$ cat config.mk
export PLATFORM = sky130hd
export DESIGN_NAME = min_priority_ready_queue
export DESIGN_NICKNAME = d
export VERILOG_FILES = /design/src/sv/mprq_pkg.sv /design/src/sv/min_priority_ready_queue.sv /design/src/sv/mprq_ram.sv /design/src/sv/mprq_cmp.sv
export SDC_FILE = /design/constraint.sdc
export NUM_CORES = 1
export LEC_CHECK = 0
export ABC_CLOCK_PERIOD_IN_PS = 8300
export BUFFER_PORTS_ARGS = -buffer_cell sky130_fd_sc_hd__buf_2
export CORE_MARGIN = 2
export CORE_UTILIZATION = 50
export DETAILED_ROUTE_END_ITERATION = 8
export HOLD_SLACK_MARGIN = 0.06
export PLACE_DENSITY_LB_ADDON = 0.15
export SYNTH_ARGS = -nofsm -noshare
export SYNTH_HDL_FRONTEND = slang
export SYNTH_SLANG_ARGS = --single-unit
$ cat constraint.sdc
create_clock -name clk -period 8.3 [get_ports clk]
set_input_delay 1.66 -clock clk [delete_from_list [all_inputs] [get_ports clk]]
set_output_delay 1.66 -clock clk [all_outputs]
set_load 0.05 [all_outputs]
$ cat src/sv/mprq_pkg.sv
// ----------------------------------------------------------------------------
// mprq_pkg: shared types and codes of the min-priority ready queue
// Holds the command and result transfer types, the stored entry layout,
// the operation and status codes, the sequencer states, and the input
// bundle of the shared compare unit.
// ----------------------------------------------------------------------------
`timescale 1ns / 1ps
`default_nettype none

package mprq_pkg;

  localparam int unsigned ENTRY_W = 16;

  typedef enum logic [1:0] {
    OP_ENQUEUE = 2'd0,
    OP_DEQUEUE = 2'd1,
    OP_PURGE   = 2'd2
  } mprq_op_t;

  typedef enum logic [1:0] {
    ST_OK        = 2'd0,
    ST_FULL      = 2'd1,
    ST_EMPTY     = 2'd2,
    ST_NOT_FOUND = 2'd3
  } mprq_status_t;

  typedef enum logic [1:0] {
    S_IDLE,
    S_SCAN,
    S_SHIFT,
    S_DONE
  } mprq_state_t;

  typedef struct packed {
    logic [1:0] operation;
    logic [7:0] process_id;
    logic [7:0] priority_req;
  } mprq_cmd_t;

  typedef struct packed {
    logic [1:0] status;
    logic [7:0] out_id;
    logic [7:0] out_priority;
    logic [4:0] count_after;
    logic       is_empty;
  } mprq_result_t;

  // Stored entry: id in the high byte, priority in the low byte.
  typedef struct packed {
    logic [7:0] id;
    logic [7:0] prio;
  } mprq_entry_t;

  typedef struct packed {
    logic        min_mode;
    logic        first;
    mprq_entry_t cand;
    mprq_entry_t best;
    logic [7:0]  key;
  } mprq_cmp_in_t;

endpackage

`default_nettype wire

$ cat src/sv/min_priority_ready_queue.sv
// ----------------------------------------------------------------------------
// min_priority_ready_queue: bounded ready queue served by lowest priority
// Entries are kept in arrival order in a RAM; a sequencer walks them with
// one shared compare unit and closes gaps by moving entries down.
// ----------------------------------------------------------------------------
// A command is taken when start is high and busy is low; busy then stays
// high until its result has been shown. The result appears on result for
// exactly one cycle with done high, and the receiver cannot stall it, so it
// must take it in that cycle. An enqueue, a request on an empty queue and
// the unused operation code show their result in the cycle right after
// the transfer. A purge walks the entries from the oldest until it finds
// its id, a dequeue walks all of them, and either then moves the entries
// above a removed one down. The block is ready again in the cycle after
// the result. The single read port of the entry RAM feeds one entry per
// cycle to the shared compare unit during the walk and one entry per
// cycle to the move-down pass after it.
// The entry RAM needs no clearing after reset, since only entries below the
// count are read. count_after shows the low five bits of the entry count.
// ----------------------------------------------------------------------------
`timescale 1ns / 1ps
`default_nettype none

module min_priority_ready_queue #(
  parameter int unsigned QUEUE_DEPTH = 16
) (
  input  wire logic                   clk,
  input  wire logic                   rst,
  input  wire logic                   start,
  output logic                        busy,
  input  wire mprq_pkg::mprq_cmd_t    cmd,
  output logic                        done,
  output mprq_pkg::mprq_result_t      result
);

  // Address width of the entry RAM and width of the entry count, which
  // must be able to hold QUEUE_DEPTH itself.
  localparam int unsigned AW = (QUEUE_DEPTH > 1) ? $clog2(QUEUE_DEPTH) : 1;
  localparam int unsigned CW = $clog2(QUEUE_DEPTH + 1);
  localparam logic [CW-1:0] DEPTH_C = CW'(QUEUE_DEPTH);
  localparam logic [CW-1:0] ONE_C = CW'(1);
  localparam logic [CW-1:0] TWO_C = CW'(2);

  mprq_pkg::mprq_state_t state, state_next;

  // Control registers.
  logic [CW-1:0] count;

  // Command and walk registers.
  logic [1:0]            op;
  logic [7:0]            pid;
  logic [CW-1:0]         ridx;     // index of the entry now on the read data
  logic [CW-1:0]         pos;      // position of the best entry so far
  mprq_pkg::mprq_entry_t best;
  logic [CW-1:0]         sp;       // move-down write pointer

  // Result registers.
  logic [1:0] res_status;
  logic [7:0] res_id;
  logic [7:0] res_prio;

  // RAM ports.
  logic                           ram_we;
  logic [AW-1:0]                  ram_waddr;
  logic [mprq_pkg::ENTRY_W-1:0]   ram_wdata;
  logic [AW-1:0]                  ram_raddr;
  logic [mprq_pkg::ENTRY_W-1:0]   ram_rdata;
  mprq_pkg::mprq_entry_t          rd_entry;

  mprq_pkg::mprq_cmp_in_t cmp_in;
  logic                   hit;

  // Walk and removal decisions.
  logic                   accept;
  logic                   full;
  logic                   empty;
  logic                   is_purge;
  logic [CW-1:0]          ridx_inc;
  logic                   scan_last;
  logic                   removing;
  logic [CW-1:0]          rm_pos;
  logic [CW-1:0]          rm_inc;
  logic                   rm_shift;
  mprq_pkg::mprq_entry_t  rm_entry;
  logic [CW-1:0]          sp_inc;
  logic [CW-1:0]          sp_inc2;
  logic                   shift_last;

  mprq_ram #(
    .WIDTH (mprq_pkg::ENTRY_W),
    .DEPTH (QUEUE_DEPTH)
  ) u_ram (
    .clk   (clk),
    .we    (ram_we),
    .waddr (ram_waddr),
    .wdata (ram_wdata),
    .raddr (ram_raddr),
    .rdata (ram_rdata)
  );

  assign rd_entry = mprq_pkg::mprq_entry_t'(ram_rdata);

  // The compare unit looks for a new minimum during a dequeue walk and for
  // a matching id during a purge walk.
  assign is_purge        = (op == mprq_pkg::OP_PURGE);
  assign cmp_in.min_mode = !is_purge;
  assign cmp_in.first    = (ridx == '0);
  assign cmp_in.cand     = rd_entry;
  assign cmp_in.best     = best;
  assign cmp_in.key      = pid;

  mprq_cmp u_cmp (
    .cmp_in (cmp_in),
    .hit    (hit)
  );

  assign accept    = start && !busy;
  assign full      = (count >= DEPTH_C);
  assign empty     = (count == '0);
  assign ridx_inc  = ridx + ONE_C;
  assign scan_last = (ridx_inc == count);

  // A purge removes at its first match; a dequeue removes once the whole
  // queue has been seen, taking the current entry if it is a new minimum.
  assign removing = is_purge ? hit : scan_last;
  assign rm_pos   = (is_purge || hit) ? ridx : pos;
  assign rm_entry = hit ? rd_entry : best;
  assign rm_inc   = rm_pos + ONE_C;
  assign rm_shift = (rm_inc < count);

  assign sp_inc     = sp + ONE_C;
  assign sp_inc2    = sp + TWO_C;
  assign shift_last = (sp_inc2 >= count);

  always_ff @(posedge clk) begin
    if (rst) begin
      state <= mprq_pkg::S_IDLE;
    end else begin
      state <= state_next;
    end
  end

  // Next state.
  always_comb begin
    state_next = state;
    case (state)
      mprq_pkg::S_IDLE: begin
        if (accept) begin
          if ((cmd.operation == mprq_pkg::OP_DEQUEUE ||
               cmd.operation == mprq_pkg::OP_PURGE) && !empty) begin
            state_next = mprq_pkg::S_SCAN;
          end else begin
            state_next = mprq_pkg::S_DONE;
          end
        end
      end
      mprq_pkg::S_SCAN: begin
        if (removing) begin
          state_next = rm_shift ? mprq_pkg::S_SHIFT : mprq_pkg::S_DONE;
        end else if (scan_last) begin
          state_next = mprq_pkg::S_DONE;
        end
      end
      mprq_pkg::S_SHIFT: begin
        if (shift_last) begin
          state_next = mprq_pkg::S_DONE;
        end
      end
      mprq_pkg::S_DONE: begin
        state_next = mprq_pkg::S_IDLE;
      end
      default: begin
        state_next = mprq_pkg::S_IDLE;
      end
    endcase
  end

  // Outputs and RAM controls.
  always_comb begin
    busy      = (state != mprq_pkg::S_IDLE);
    done      = (state == mprq_pkg::S_DONE);
    ram_we    = 1'b0;
    ram_waddr = count[AW-1:0];
    ram_wdata = {cmd.process_id, cmd.priority_req};
    ram_raddr = '0;
    case (state)
      mprq_pkg::S_IDLE: begin
        // An enqueue is written straight into the slot past the last entry;
        // entry zero is read ahead for a walk that may follow.
        ram_we = accept && (cmd.operation == mprq_pkg::OP_ENQUEUE) && !full;
      end
      mprq_pkg::S_SCAN: begin
        // On removal, read the entry just above the removed one so the
        // move-down pass has it on the next cycle.
        ram_raddr = removing ? rm_inc[AW-1:0] : ridx_inc[AW-1:0];
      end
      mprq_pkg::S_SHIFT: begin
        ram_we    = 1'b1;
        ram_waddr = sp[AW-1:0];
        ram_wdata = ram_rdata;
        ram_raddr = sp_inc2[AW-1:0];
      end
      mprq_pkg::S_DONE: begin
        ram_we = 1'b0;
      end
      default: begin
        ram_we = 1'b0;
      end
    endcase
  end

  assign result.status       = res_status;
  assign result.out_id       = res_id;
  assign result.out_priority = res_prio;
  assign result.count_after  = 5'(count);
  assign result.is_empty     = empty;

  // Entry count.
  always_ff @(posedge clk) begin
    if (rst) begin
      count <= '0;
    end else begin
      case (state)
        mprq_pkg::S_IDLE: begin
          if (accept && (cmd.operation == mprq_pkg::OP_ENQUEUE) && !full) begin
            count <= count + ONE_C;
          end
        end
        mprq_pkg::S_SCAN: begin
          if (removing && !rm_shift) begin
            count <= count - ONE_C;
          end
        end
        mprq_pkg::S_SHIFT: begin
          if (shift_last) begin
            count <= count - ONE_C;
          end
        end
        default: begin
          count <= count;
        end
      endcase
    end
  end

  // Walk and result datapath.
  always_ff @(posedge clk) begin
    case (state)
      mprq_pkg::S_IDLE: begin
        if (accept) begin
          op       <= cmd.operation;
          pid      <= cmd.process_id;
          ridx     <= '0;
          pos      <= '0;
          res_id   <= '0;
          res_prio <= '0;
          case (cmd.operation)
            mprq_pkg::OP_ENQUEUE: begin
              res_status <= full ? mprq_pkg::ST_FULL : mprq_pkg::ST_OK;
            end
            mprq_pkg::OP_DEQUEUE: begin
              res_status <= empty ? mprq_pkg::ST_EMPTY : mprq_pkg::ST_OK;
            end
            mprq_pkg::OP_PURGE: begin
              // Stays at not found unless the walk finds the id.
              res_status <= mprq_pkg::ST_NOT_FOUND;
            end
            default: begin
              res_status <= mprq_pkg::ST_OK;
            end
          endcase
        end
      end
      mprq_pkg::S_SCAN: begin
        ridx <= ridx_inc;
        if (hit) begin
          pos  <= ridx;
          best <= rd_entry;
        end
        if (removing) begin
          sp         <= rm_pos;
          res_status <= mprq_pkg::ST_OK;
          res_id     <= rm_entry.id;
          res_prio   <= rm_entry.prio;
        end
      end
      mprq_pkg::S_SHIFT: begin
        sp <= sp_inc;
      end
      default: begin
        sp <= sp;
      end
    endcase
  end

endmodule

`default_nettype wire

$ cat src/sv/mprq_ram.sv
// ----------------------------------------------------------------------------
// mprq_ram: generic single-write, single-read RAM
// One write port and one read port; the read data is registered.
// ----------------------------------------------------------------------------
`timescale 1ns / 1ps
`default_nettype none

module mprq_ram #(
  parameter int unsigned WIDTH = 16,
  parameter int unsigned DEPTH = 16,
  localparam int unsigned AW = (DEPTH > 1) ? $clog2(DEPTH) : 1
) (
  input  wire logic             clk,
  input  wire logic             we,
  input  wire logic [AW-1:0]    waddr,
  input  wire logic [WIDTH-1:0] wdata,
  input  wire logic [AW-1:0]    raddr,
  output logic      [WIDTH-1:0] rdata
);

  logic [WIDTH-1:0] mem [DEPTH];

  always_ff @(posedge clk) begin
    if (we) begin
      mem[waddr] <= wdata;
    end
    rdata <= mem[raddr];
  end

endmodule

`default_nettype wire

$ cat src/sv/mprq_cmp.sv
// ----------------------------------------------------------------------------
// mprq_cmp: shared compare unit of the queue walk
// In minimum mode it flags a candidate whose priority is strictly lower
// than the best so far (or the first candidate); otherwise it flags a
// candidate whose id equals the key.
// ----------------------------------------------------------------------------
`timescale 1ns / 1ps
`default_nettype none

module mprq_cmp (
  input  wire mprq_pkg::mprq_cmp_in_t cmp_in,
  output logic                        hit
);

  always_comb begin
    if (cmp_in.min_mode) begin
      hit = cmp_in.first || (cmp_in.cand.prio < cmp_in.best.prio);
    end else begin
      hit = (cmp_in.cand.id == cmp_in.key);
    end
  end

endmodule

`default_nettype wire

==> results.yml <==
timing:
  maxSlewViolCount: 0
  fin_worst_skew_ps: 16.63
  relSlewSlack_pct: 25.98
  period_share_pct: 58.26
  rsz0062_at_grt: "false"
  hold_violations: 0
  max_freq_ghz: 0.2068
  fin_crit_ps: 4836
  fin_tns_setup_ps: 0
  setup_viol: 0
  worstMarginPinSlew_ps: 1105
logic_synthesis:
  yosysTopAreaCellShare_pct: 63.59
  ys_warn_count: 0
  avgSynthCellArea_um2: 13.93
  ys_ff_latch: 338
  syn_inst: 1068
  synth_edf_count: 315
  yosys-top-cells-area: "edfxtp_1, dfxtp_1, ha_1, mux2i_1, nand2_1"
  synth_seq_area_share_pct: 66.68
  dominantRegCellSynth: "edfxtp_1"
  ys_async_sr_fraction_pct: 0
  netlist_area_um2: 14880
  synth_nets: 1121
  synth_cell_types: 64
  yosys.area.top_type: "edfxtp_1"
clock_tree:
  hold_buffers: 0
  cts_resized: 0
  clockRootBuffer: "clkbuf_16"
  clockBufferDepth: 3
  cts_tree: "built"
  cts_buffers: 37
  clk_pin_slew_ps: 60
  htree_levels: 2
  clock_latency_ps: 530
  clock_sinks: 338
  post_cts_buffers: 0
power:
  p_sw_w: 0.002588
  p_int_w: 0.004197
  sequentialPowerShare_pct: 36.1
  clkPwrFrac_pct: 24.8
  p_sw_share_pct: 38.14
  power.leakage_nw: 5.857
  irDropWorstVdd_uv: 273.6
  p_comb_share_pct: 39.1
  power.density_nw_per_um2: 406.1
cells_and_area:
  fillers: 2372
  final_nets: 1160
  final_area_um2: 16710
  final_cell_count_no_fill: 1525
  drive_gt1_share_pct: 17.80
  final_cell_mix: "edfxtp_1, nand2_1, inv_1"
  num_antenna_cells: 0
  layout_commonest_cell: "edfxtp_1"
  area_delta_synth_final_pct: 12.32
min_path:
  hold_class: "reg -> reg"
  whs_endpoint: "best[10]"
  min-delay-start: "best[10]"
  hold_depth: 1
routing:
  routed_wl_mm: 34.14
  drc_errors: 0
  drt_pre_antenna_iters: 5
  num_vias: 8967
  first_iter_violations: 813
  ant_nets: 0
  wire_per_inst_um: 22.39
  vias_per_cell: 5.880
worst_setup_path:
  crit_required_ps: 8660
  start_kind: "flip-flop"
  arrival_ps: 5190
  path_max_fanout: 65
  r2r-start: "ridx[0]"
  reg2regPathDepth: 15
  criticalPathCategory: "reg -> reg"
  r2r_end: "u_ram.rdata[15]"
  cp-end-kind: "flip-flop"
  r2r_slack_ps: 3460
global_route:
  grt_max_degree: 79
  grt-ovfl-total: 0
  grt_use_total_pct: 22.23
  grt_first_pass_wirelength_mm: 52.43
  antenna_found_initial: 0
  first_global_vias: 8714
floorplan:
  die_x_um: 176.5
  num_rows: 63
  core_um2: 29480
  die_h_um: 176.5
  start_util_pct: 50.46
  die_area_um2: 31150
  pin_count: 47
flow_run:
  cap_violations: 0
placed_design:
  placed_cell_area_um2: 15450
  gp_congestion: 0.8433
  dp.cells: 1458
  dp_hpwl_mm: 21.12
  numPortBuffers: 46
outcome:
  outcome: "finished, final reports clean"
power by group through the flow:
stage,Combinational [W],Clock [W],Sequential [W]
after floorplan,0.00189,0,0.00257
after global placement,0.00262,0,0.00248
after detailed placement,0.00264,0,0.00248
after CTS,0.00266,0.00170,0.00245
after global routing,0.00290,0.00177,0.00247
final,0.00265,0.00168,0.00245
final cells by class:
type | count | area, um^2 | share of cell area, %
clock buffer | 51 | 1060 | 6.343
clock inverter | 16 | 198.9 | 1.191
inverter | 59 | 221.5 | 1.325
multi-input combinational | 602 | 4418 | 26.44
sequential | 338 | 9920 | 59.37
tap | 390 | 488.0 | 2.920
timing repair buffer | 69 | 402.9 | 2.411
synthesized netlist by cell type, drive strengths merged (6+ instances only):
library cell	instances
xor2	18
o21ai	29
clkbuf	36
mux2	26
dfxtp	23
nand2	85
a21oi	32
o22ai	16
a32o	18
mux2i	38
and2	25
nand3	43
nand2b	6
inv	59
ha	31
xnor2	11
a311o	16
edfxtp	315
a211oi	19
nor3	7
nor2b	6
nor2	64
a311oi	49
and3	17
buf	33
sequential cells by signal (all words and copies together), names as in the netlist:
| register | flops |
|---|---|
| u_ram.mem | 256 |
| best | 16 |
| u_ram.rdata | 16 |
| pid | 8 |
| res_id | 8 |
| res_prio | 8 |
| count | 5 |
| pos | 5 |
| ridx | 5 |
| sp | 5 |
| op | 2 |
| res_status | 2 |
| state | 2 |
stage by stage:
stage,hold slack [ps],setup slack (ps),util (%),power (W)
6_report,576.2,3464,56.68,0.006785
5_1_grt,590.7,3155,56.68,0.007146
4_1_cts,576.2,3559,56.68,0.006811
3_5_place_dp,559.2,3587,52.41,0.005124
3_3_place_gp,552.8,3710,52.41,0.005102
2_1_floorplan,536.4,4370,-,0.004451
cell families after synthesis:
| logic type | Yosys count | synth area share (%) |
|---|---|---|
| flip-flops | 338 | 66.68 |
| AND/OR/NAND/NOR | 265 | 8.394 |
| AO/OA/AOI/OAI | 211 | 11.87 |
| buffers and inverters | 128 | 3.928 |
| multiplexers | 64 | 4.525 |
| adder cells (fa/ha/maj) | 32 | 2.742 |
| XOR/XNOR | 30 | 1.859 |
layer usage:
metal	part of all wire [%]	track usage, %	vias up
met1	46	33.12	4445
met4	1.6	4.821	0
li1	-	-	4144
met3	7.4	3.833	48
met2	45	34.39	330
met5	0	0	-
how the worst max path moves through the flow:
stage | from | endpoint | slack, ps
after floorplan | ridx[0] | count[4] | 4370
after global placement | ridx[0] | u_ram.rdata[15] | 3710
after detailed placement | ridx[0] | u_ram.rdata[15] | 3590
after CTS | ridx[0] | u_ram.rdata[15] | 3560
after global routing | ridx[0] | u_ram.rdata[15] | 3160
final | ridx[0] | u_ram.rdata[15] | 3460
worst max-delay path, cell delays in order (launching register included):
cell and delay (ps):
edfxtp_1 450, inv_1 160, ha_1 160, nor4b_1 240
nor2_1 120, and4_1 280, or2_2 410, o21ai_0 300
ha_1 240, xor2_1 380, a31oi_4 130, buf_4 390
nor4_2 750, buf_4 310, a32o_1 210, a311oi_1 70
No activity file was read; power rests on OpenSTA's default activity.
